File: src/rtl/core/is_pkg.sv
// Shared types and sizing constants for the insertion sorter.
// Used by insertion_sorter_unit and is_out_buf; no dependencies.
package is_pkg;

   // Store capacity and derived widths
   localparam int MAX_ELEMS = 64;
   localparam int ADDR_W    = $clog2(MAX_ELEMS);
   localparam int CNT_W     = $clog2(MAX_ELEMS + 1);
   localparam int VAL_W     = 32;

   // Sequencer states
   typedef enum logic [1:0] {
      ST_IDLE,
      ST_SHIFT,
      ST_PLACE,
      ST_EMIT
   } state_type;

   // One result on its way to the output port
   typedef struct packed {
      logic signed [VAL_W-1:0] sorted_value;
      logic                    last_result;
      logic                    overflowed;
   } rsp_item_type;

endpackage

File: src/rtl/core/is_ram.sv
// Generic simple dual-port RAM: one write port, one read port, registered read.
// No dependencies.
module is_ram #(
   parameter int WIDTH  = 32,
   parameter int DEPTH  = 64,
   parameter int ADDR_W = $clog2(DEPTH)
) (
   input  logic              clock,
   input  logic              wr_en,
   input  logic [ADDR_W-1:0] wr_addr,
   input  logic [WIDTH-1:0]  wr_data,
   input  logic              rd_en,
   input  logic [ADDR_W-1:0] rd_addr,
   output logic [WIDTH-1:0]  rd_data
);

   logic [WIDTH-1:0] mem [DEPTH];
   logic [WIDTH-1:0] rd_data_ff;

   // Write, and register the read word
   always_ff @(posedge clock) begin
      if (wr_en) begin
         mem[wr_addr] <= wr_data;
      end
      if (rd_en) begin
         rd_data_ff <= mem[rd_addr];
      end
   end

   assign rd_data = rd_data_ff;

endmodule

File: src/rtl/core/is_out_buf.sv
// Two-entry result buffer that decouples memory reads from the result port.
// Depends on is_pkg for the result item type.
module is_out_buf (
   input  logic                 clock,
   input  logic                 reset,
   input  logic                 push,
   input  is_pkg::rsp_item_type push_item,
   input  logic                 pop,
   output logic                 not_empty,
   output logic [1:0]           count,
   output is_pkg::rsp_item_type head_item
);

   is_pkg::rsp_item_type entry_ff [2];
   logic       wr_ptr_ff, wr_ptr_in;
   logic       rd_ptr_ff, rd_ptr_in;
   logic [1:0] count_ff, count_in;

   // Advance pointers and occupancy
   always_comb begin
      wr_ptr_in = wr_ptr_ff ^ push;
      rd_ptr_in = rd_ptr_ff ^ pop;
      count_in  = count_ff + {1'b0, push} - {1'b0, pop};
   end

   always_ff @(posedge clock) begin
      if (reset) begin
         wr_ptr_ff <= 1'b0;
         rd_ptr_ff <= 1'b0;
         count_ff  <= 2'd0;
      end else begin
         wr_ptr_ff <= wr_ptr_in;
         rd_ptr_ff <= rd_ptr_in;
         count_ff  <= count_in;
      end
   end

   // Store the pushed result
   always_ff @(posedge clock) begin
      if (push) begin
         entry_ff[wr_ptr_ff] <= push_item;
      end
   end

   assign not_empty = (count_ff != 2'd0);
   assign count     = count_ff;
   assign head_item = entry_ff[rd_ptr_ff];

`ifndef NO_ASSERTIONS
   a_no_overflow: assert property (@(posedge clock) disable iff (reset)
      push && !pop |-> count_ff != 2'd2)
      else $error("result buffer pushed while full");
   a_count_bound: assert property (@(posedge clock) disable iff (reset)
      count_ff != 2'd3)
      else $error("result buffer count out of range");
   a_push_shows: assert property (@(posedge clock) disable iff (reset)
      push |=> not_empty)
      else $error("pushed result not visible");
`endif

endmodule

File: src/rtl/core/insertion_sorter_unit.sv
// Top level of the insertion sorter: sequencer, sorted store RAM, result buffer.
// Depends on is_pkg, is_ram and is_out_buf.
//
//   channel | ports      | tdata            | tlast       | tuser
//   --------+------------+------------------+-------------+-----------
//   input   | req_t*     | value [31:0]     | last_item   | -
//   result  | rsp_t*     | sorted_value     | last_result | overflowed
//
// An input item is written at once when the store is empty and dropped when
// it is full; otherwise each stored entry greater than the value is shifted
// up, one shift per cycle through the single write port of the store RAM.
// A marked item is followed by one RAM read per cycle, one result per cycle
// while rsp_tready stays high. Input is not taken during insertion or read-out.
// Reset is synchronous; the store needs no clearing pass.
module insertion_sorter_unit (
   input  logic        clock,
   input  logic        reset,
   input  logic        req_tvalid,
   output logic        req_tready,
   input  logic [31:0] req_tdata,   // [31:0] value
   input  logic        req_tlast,
   output logic        rsp_tvalid,
   input  logic        rsp_tready,
   output logic [31:0] rsp_tdata,   // [31:0] sorted_value
   output logic        rsp_tlast,
   output logic        rsp_tuser    // [0] overflowed
);

   localparam int AW = is_pkg::ADDR_W;
   localparam int CW = is_pkg::CNT_W;
   localparam int VW = is_pkg::VAL_W;

   is_pkg::state_type state_ff, state_in;
   logic [CW-1:0]        cnt_ff, cnt_in;
   logic                 lost_ff, lost_in;
   logic [AW-1:0]        pos_ff, pos_in;
   logic signed [VW-1:0] val_ff, val_in;
   logic                 last_ff, last_in;
   logic [AW-1:0]        rd_k_ff, rd_k_in;
   logic                 infl_ff, infl_in;
   logic                 infl_last_ff, infl_last_in;
   logic                 infl_ovf_ff, infl_ovf_in;

   logic          ram_wr_en, ram_rd_en;
   logic [AW-1:0] ram_wr_addr, ram_rd_addr;
   logic [VW-1:0] ram_wr_data, ram_rd_data;

   logic                 accept, pop, emit_rd, emit_final;
   logic [1:0]           buf_count;
   logic                 buf_not_empty;
   logic [2:0]           used;
   is_pkg::rsp_item_type push_item, head_item;

   assign accept = req_tvalid && req_tready;
   assign pop    = rsp_tvalid && rsp_tready;
   // Buffer slots taken once in-flight reads land, less the one leaving now
   assign used   = {1'b0, buf_count} + {2'b0, infl_ff} - {2'b0, pop};

   // Sequencer: insert by shifting larger entries up, then read out
   always_comb begin
      state_in    = state_ff;
      cnt_in      = cnt_ff;
      lost_in     = lost_ff;
      pos_in      = pos_ff;
      val_in      = val_ff;
      last_in     = last_ff;
      rd_k_in     = rd_k_ff;
      req_tready  = 1'b0;
      ram_wr_en   = 1'b0;
      ram_wr_addr = pos_ff;
      ram_wr_data = val_ff;
      ram_rd_en   = 1'b0;
      ram_rd_addr = pos_ff - AW'(1);
      emit_rd     = 1'b0;
      emit_final  = 1'b0;
      case (state_ff)
         is_pkg::ST_IDLE: begin
            req_tready = 1'b1;
            rd_k_in    = '0;
            if (accept) begin
               val_in  = req_tdata;
               last_in = req_tlast;
               if (cnt_ff == CW'(is_pkg::MAX_ELEMS)) begin
                  // Store full: drop the value
                  lost_in  = 1'b1;
                  state_in = req_tlast ? is_pkg::ST_EMIT : is_pkg::ST_IDLE;
               end else if (cnt_ff == '0) begin
                  ram_wr_en   = 1'b1;
                  ram_wr_addr = '0;
                  ram_wr_data = req_tdata;
                  cnt_in      = CW'(1);
                  state_in    = req_tlast ? is_pkg::ST_EMIT : is_pkg::ST_IDLE;
               end else begin
                  // Fetch the top entry for the first compare
                  ram_rd_en   = 1'b1;
                  ram_rd_addr = cnt_ff[AW-1:0] - AW'(1);
                  pos_in      = cnt_ff[AW-1:0];
                  state_in    = is_pkg::ST_SHIFT;
               end
            end
         end
         is_pkg::ST_SHIFT: begin
            ram_wr_en = 1'b1;
            if ($signed(ram_rd_data) > val_ff) begin
               // Move the larger entry up one place
               ram_wr_data = ram_rd_data;
               pos_in      = pos_ff - AW'(1);
               if (pos_ff == AW'(1)) begin
                  state_in = is_pkg::ST_PLACE;
               end else begin
                  ram_rd_en   = 1'b1;
                  ram_rd_addr = pos_ff - AW'(2);
               end
            end else begin
               cnt_in   = cnt_ff + CW'(1);
               state_in = last_ff ? is_pkg::ST_EMIT : is_pkg::ST_IDLE;
            end
         end
         is_pkg::ST_PLACE: begin
            ram_wr_en = 1'b1;
            cnt_in    = cnt_ff + CW'(1);
            state_in  = last_ff ? is_pkg::ST_EMIT : is_pkg::ST_IDLE;
         end
         is_pkg::ST_EMIT: begin
            ram_rd_addr = rd_k_ff;
            if (used < 3'd2) begin
               ram_rd_en = 1'b1;
               emit_rd   = 1'b1;
               rd_k_in   = rd_k_ff + AW'(1);
               if ({1'b0, rd_k_ff} + CW'(1) == cnt_ff) begin
                  // Final read: empty the store for the next set
                  emit_final = 1'b1;
                  cnt_in     = '0;
                  lost_in    = 1'b0;
                  state_in   = is_pkg::ST_IDLE;
               end
            end
         end
         default: begin
            state_in = is_pkg::ST_IDLE;
         end
      endcase
      infl_in      = emit_rd;
      infl_last_in = emit_final;
      infl_ovf_in  = lost_ff;
   end

   // Control state
   always_ff @(posedge clock) begin
      if (reset) begin
         state_ff <= is_pkg::ST_IDLE;
         cnt_ff   <= '0;
         lost_ff  <= 1'b0;
         infl_ff  <= 1'b0;
      end else begin
         state_ff <= state_in;
         cnt_ff   <= cnt_in;
         lost_ff  <= lost_in;
         infl_ff  <= infl_in;
      end
   end

   // Working registers
   always_ff @(posedge clock) begin
      pos_ff       <= pos_in;
      val_ff       <= val_in;
      last_ff      <= last_in;
      rd_k_ff      <= rd_k_in;
      infl_last_ff <= infl_last_in;
      infl_ovf_ff  <= infl_ovf_in;
   end

   is_ram #(
      .WIDTH (VW),
      .DEPTH (is_pkg::MAX_ELEMS)
   ) u_store (
      .clock   (clock),
      .wr_en   (ram_wr_en),
      .wr_addr (ram_wr_addr),
      .wr_data (ram_wr_data),
      .rd_en   (ram_rd_en),
      .rd_addr (ram_rd_addr),
      .rd_data (ram_rd_data)
   );

   // Land each read-out word in the result buffer
   always_comb begin
      push_item.sorted_value = ram_rd_data;
      push_item.last_result  = infl_last_ff;
      push_item.overflowed   = infl_ovf_ff;
   end

   is_out_buf u_out_buf (
      .clock     (clock),
      .reset     (reset),
      .push      (infl_ff),
      .push_item (push_item),
      .pop       (pop),
      .not_empty (buf_not_empty),
      .count     (buf_count),
      .head_item (head_item)
   );

   assign rsp_tvalid = buf_not_empty;
   assign rsp_tdata  = head_item.sorted_value;
   assign rsp_tlast  = head_item.last_result;
   assign rsp_tuser  = head_item.overflowed;

`ifndef NO_ASSERTIONS
   a_cnt_bound: assert property (@(posedge clock) disable iff (reset)
      cnt_ff <= CW'(is_pkg::MAX_ELEMS))
      else $error("element count beyond capacity");
   a_shift_pos: assert property (@(posedge clock) disable iff (reset)
      state_ff == is_pkg::ST_SHIFT |-> pos_ff != '0)
      else $error("shift step with no entry below");
   a_emit_nonempty: assert property (@(posedge clock) disable iff (reset)
      state_ff == is_pkg::ST_EMIT |-> cnt_ff != '0)
      else $error("read-out of an empty store");
   a_final_clears: assert property (@(posedge clock) disable iff (reset)
      emit_final |=> cnt_ff == '0 && !lost_ff && state_ff == is_pkg::ST_IDLE)
      else $error("store not emptied after read-out");
`endif

endmodule
File: config.mk
export PLATFORM = sky130hd
export DESIGN_NAME = insertion_sorter_unit
export DESIGN_NICKNAME = d
export VERILOG_FILES = /design/src/rtl/core/is_pkg.sv /design/src/rtl/core/is_ram.sv /design/src/rtl/core/is_out_buf.sv /design/src/rtl/core/insertion_sorter_unit.sv
export SDC_FILE = /design/constraint.sdc
export NUM_CORES = 2
export LEC_CHECK = 0
export BUFFER_PORTS_ARGS = -buffer_cell sky130_fd_sc_hd__buf_2
export CAP_MARGIN = 20
export CORE_MARGIN = 4
export CORE_UTILIZATION = 30
export DETAILED_ROUTE_END_ITERATION = 8
export MAX_ROUTING_LAYER = met4
export PLACE_DENSITY = 0.52
export SETUP_SLACK_MARGIN = 0.3
export SYNTH_ARGS = -nofsm -noshare
export SYNTH_HDL_FRONTEND = slang
export SYNTH_SLANG_ARGS = --single-unit
File: constraint.sdc
create_clock -name clock -period 7.6 [get_ports clock]
set_input_delay 2.28 -clock clock [delete_from_list [all_inputs] [get_ports clock]]
set_output_delay 2.28 -clock clock [all_outputs]
set_load 0.01 [all_outputs]
==> results.sh <==
export IMPL_status="finished, final reports clean"
export IMPL_synth_top_family_by_area="simple AND/OR/NAND/NOR gates"
export IMPL_synth_cell_types=64
export IMPL_clkSinkCount=2210
export IMPL_cp_required_ns=8.35
export IMPL_hold_path_class="register to register"
export IMPL_slew_limit_headroom_pct=17.0
export IMPL_crit_type="register to register"
export IMPL_finalNetCount=6264
export IMPL_start_util_pct=30.3
export IMPL_dp_hpwl_um=152000
export IMPL_max_cap_viol_count=0
export IMPL_syn_area_per_cell_um2=14.7
export IMPL_hold_ws_ns=0.354
export IMPL_dr_first_iter_drc_count=5815
export IMPL_cts_setup_buffers=0
export IMPL_critPathLaunchType="register"
export IMPL_synth_nets=6043
export IMPL_synth_xor_area_share_pct=0.260
export IMPL_cts_resized_gates=0
export IMPL_gp_congestion=0.838
export IMPL_via_count=52600
export IMPL_path_clk_slew_ns=0.06
export IMPL_yosysMostFrequentCell="edfxtp_1"
export IMPL_synth_edf_count=2193
export IMPL_die_area_um2=300000
export IMPL_drt_total_wl_um=265000
export IMPL_fp_dieH_um=548
export IMPL_htree_num_levels=4
export IMPL_ys_flop_type="edfxtp_1"
export IMPL_setup_tns_ns=0
export IMPL_antenna_found_initial=24
export IMPL_tightest_slew_ns=1.24
export IMPL_drc=0
export IMPL_ioPinCount=73
export IMPL_synthTopCellsByArea="edfxtp_1 (75%), mux2i_1 (5.9%), nand2_1 (4.6%)"
export IMPL_grt_pass1_vias=49600
export IMPL_drive_above_1_share_pct=12.6
export IMPL_holdBufCountCts=0
export IMPL_synth_compound_area_share_pct=4.90
export IMPL_synth_top_area_cell="edfxtp_1"
export IMPL_async_reset_ff_share_pct=0
export IMPL_worst_setup_path_end_kind="register"
export IMPL_row_count=197
export IMPL_ys_seq_area_share_pct=75.7
export IMPL_synth_cells=5956
export IMPL_cts_tree="done"
export IMPL_wl_per_cell_um=25.9
export IMPL_period_minus_slack_ns=6.57
export IMPL_syn_to_final_growth_pct=15.8
export IMPL_firstDrtPassIters=8
export IMPL_setup_violations=0
export IMPL_max_freq_mhz=152
export IMPL_hold_violations=0
export IMPL_synth_top_cells_by_count="edfxtp_1 (2193), nand2_1 (1062), nand3_1 (656)"
export IMPL_syn_area_um2=87500
export IMPL_synth_area_mux_share_pct=6.36
export IMPL_crit_fanout=20
export IMPL_grt_first_pass_wirelength_um=373000
export IMPL_yosys_warnings=0
export IMPL_vias_per_cell=5.13
export IMPL_clock_skew_ns=0.0711
export IMPL_synthAdderAreaFrac_pct=0.724
export IMPL_yosysTopAreaCellShare_pct=75.3
export IMPL_cts_buffers=225
export IMPL_root_buffer="clkbuf_16"
export IMPL_timing_final_crit_share_pct=86.4
export IMPL_antenna_left=0
export IMPL_grt_overflow=0
export IMPL_worst_ep_arrival_time_ns=7.31
export IMPL_rsz0062_at_grt="false"
export IMPL_ys_ff_latch=2210
export IMPL_grt_use_total_pct=17.5
export IMPL_die_w_um=548
export IMPL_core_um2=289000
export IMPL_fin_util_pct=35.0
export IMPL_clk_latency_ns=0.89
export IMPL_grt_max_degree=143
export IMPL_drv_slew=0
export IMPL_clockBufferDepth=4
export IMPL_synth_simple_area_share_pct=9.73
export IMPL_numPortBuffers=72
per-layer routing:
metal  GRT usage, %  vias up  part of all wire [%]
li1               -    23000                     -
met1           23.7    27100                    43
met2           26.6     2063                    46
met3           3.90      376                   8.5
met4           4.59        0                   2.9
met5              -        -                     0
flip-flops by register name (all words and copies together) (netlist names):
signal	cells
cnt_ff	7
u_out_buf.count	2
u_out_buf.entry_ff	68
pos_ff	6
state_ff	2
u_out_buf.wr_ptr_ff	1
infl_ff	1
infl_ovf_in	1
u_out_buf.rd_ptr_ff	1
u_store.mem	2048
u_store.rd_data	32
infl_last_ff	1
rd_k_ff	6
infl_ovf_ff	1
last_ff	1
val_ff	32
worst max-delay path, cell delays in order (launching register included):
cell and delay [ns]:
edfxtp_1 0.61, ha_1 0.42, nand4_1 0.15, nor4_1 0.51
a21boi_1 0.23, o31a_1 0.22, o21a_1 0.24, nor2_1 0.18
a311oi_1 0.72, buf_4 0.28, and2_2 0.69, nor2b_4 0.62
buf_4 0.37, nand3_1 0.14, o22ai_1 0.79, or3_1 0.23
layout make-up:
cell class | count | area [um2]
fillers | 27500 | 188000
flip-flops and latches | 2210 | 66200
multi-input cells | 3303 | 19900
clock buffers | 275 | 5840
well taps | 3880 | 4850
repair buffers | 354 | 3060
clock inverters | 119 | 1070
inverters | 83 | 313
diodes | 20 | 50.0
through the flow:
step / setup slack, ns / cells / cell area [um2]
after global placement: 0.396 / 9826 / 94200
after global routing: 0.755 / 10200 / 101000
after floorplan: 0.706 / 5956 / 87500
after detailed placement: 0.339 / 9828 / 94300
after CTS: 0.989 / 10200 / 101000
final: 1.03 / 10200 / 101000
logic make-up after synthesis:
kind of cell,Yosys count
buf+inv,443
xor+xnor,26
mux,552
fa+ha+maj,50
flops,2210
simple gates,1960
compound gates,715
cells in the final DEF (no fill, tap or decap), types with 4 or more instances in the layout:
cell type,count
and2_1,5
o21ai_1,35
diode_2,20
buf_2,72
a21oi_1,166
xnor2_1,14
inv_2,29
a222oi_1,30
clkbuf_1,49
nand3_1,654
ha_1,47
nor2_1,45
clkbuf_16,226
nor3_1,9
nor2_4,66
mux2i_1,518
clkinvlp_4,5
clkinv_2,33
o22ai_1,318
buf_12,46
or3_1,34
bufinv_16,18
and3_1,4
xor2_1,12
nand4_1,49
mux2_2,34
nand2_1,1062
buf_4,235
o21ai_0,121
edfxtp_1,2193
dfxtp_1,17
inv_1,53
o21a_1,4
nand3b_1,4
a21o_1,4
clkinv_1,55
final timing paths:
check | slack (ns) | depth (start not counted) | start | to
worst max-delay path | 1.03 | 15 | u_store.rd_data[15] | u_store.rd_data[8]
worst min-delay path | 0.35 | 0 | infl_ovf_in | infl_ovf_ff
worst max register to register | 1.03 | 15 | u_store.rd_data[15] | u_store.rd_data[8]
worst min register to register | 0.35 | 0 | infl_ovf_in | infl_ovf_ff
Power is not shown: default switching activity piles up to over one toggle a cycle in this logic, so the estimate is an artifact.
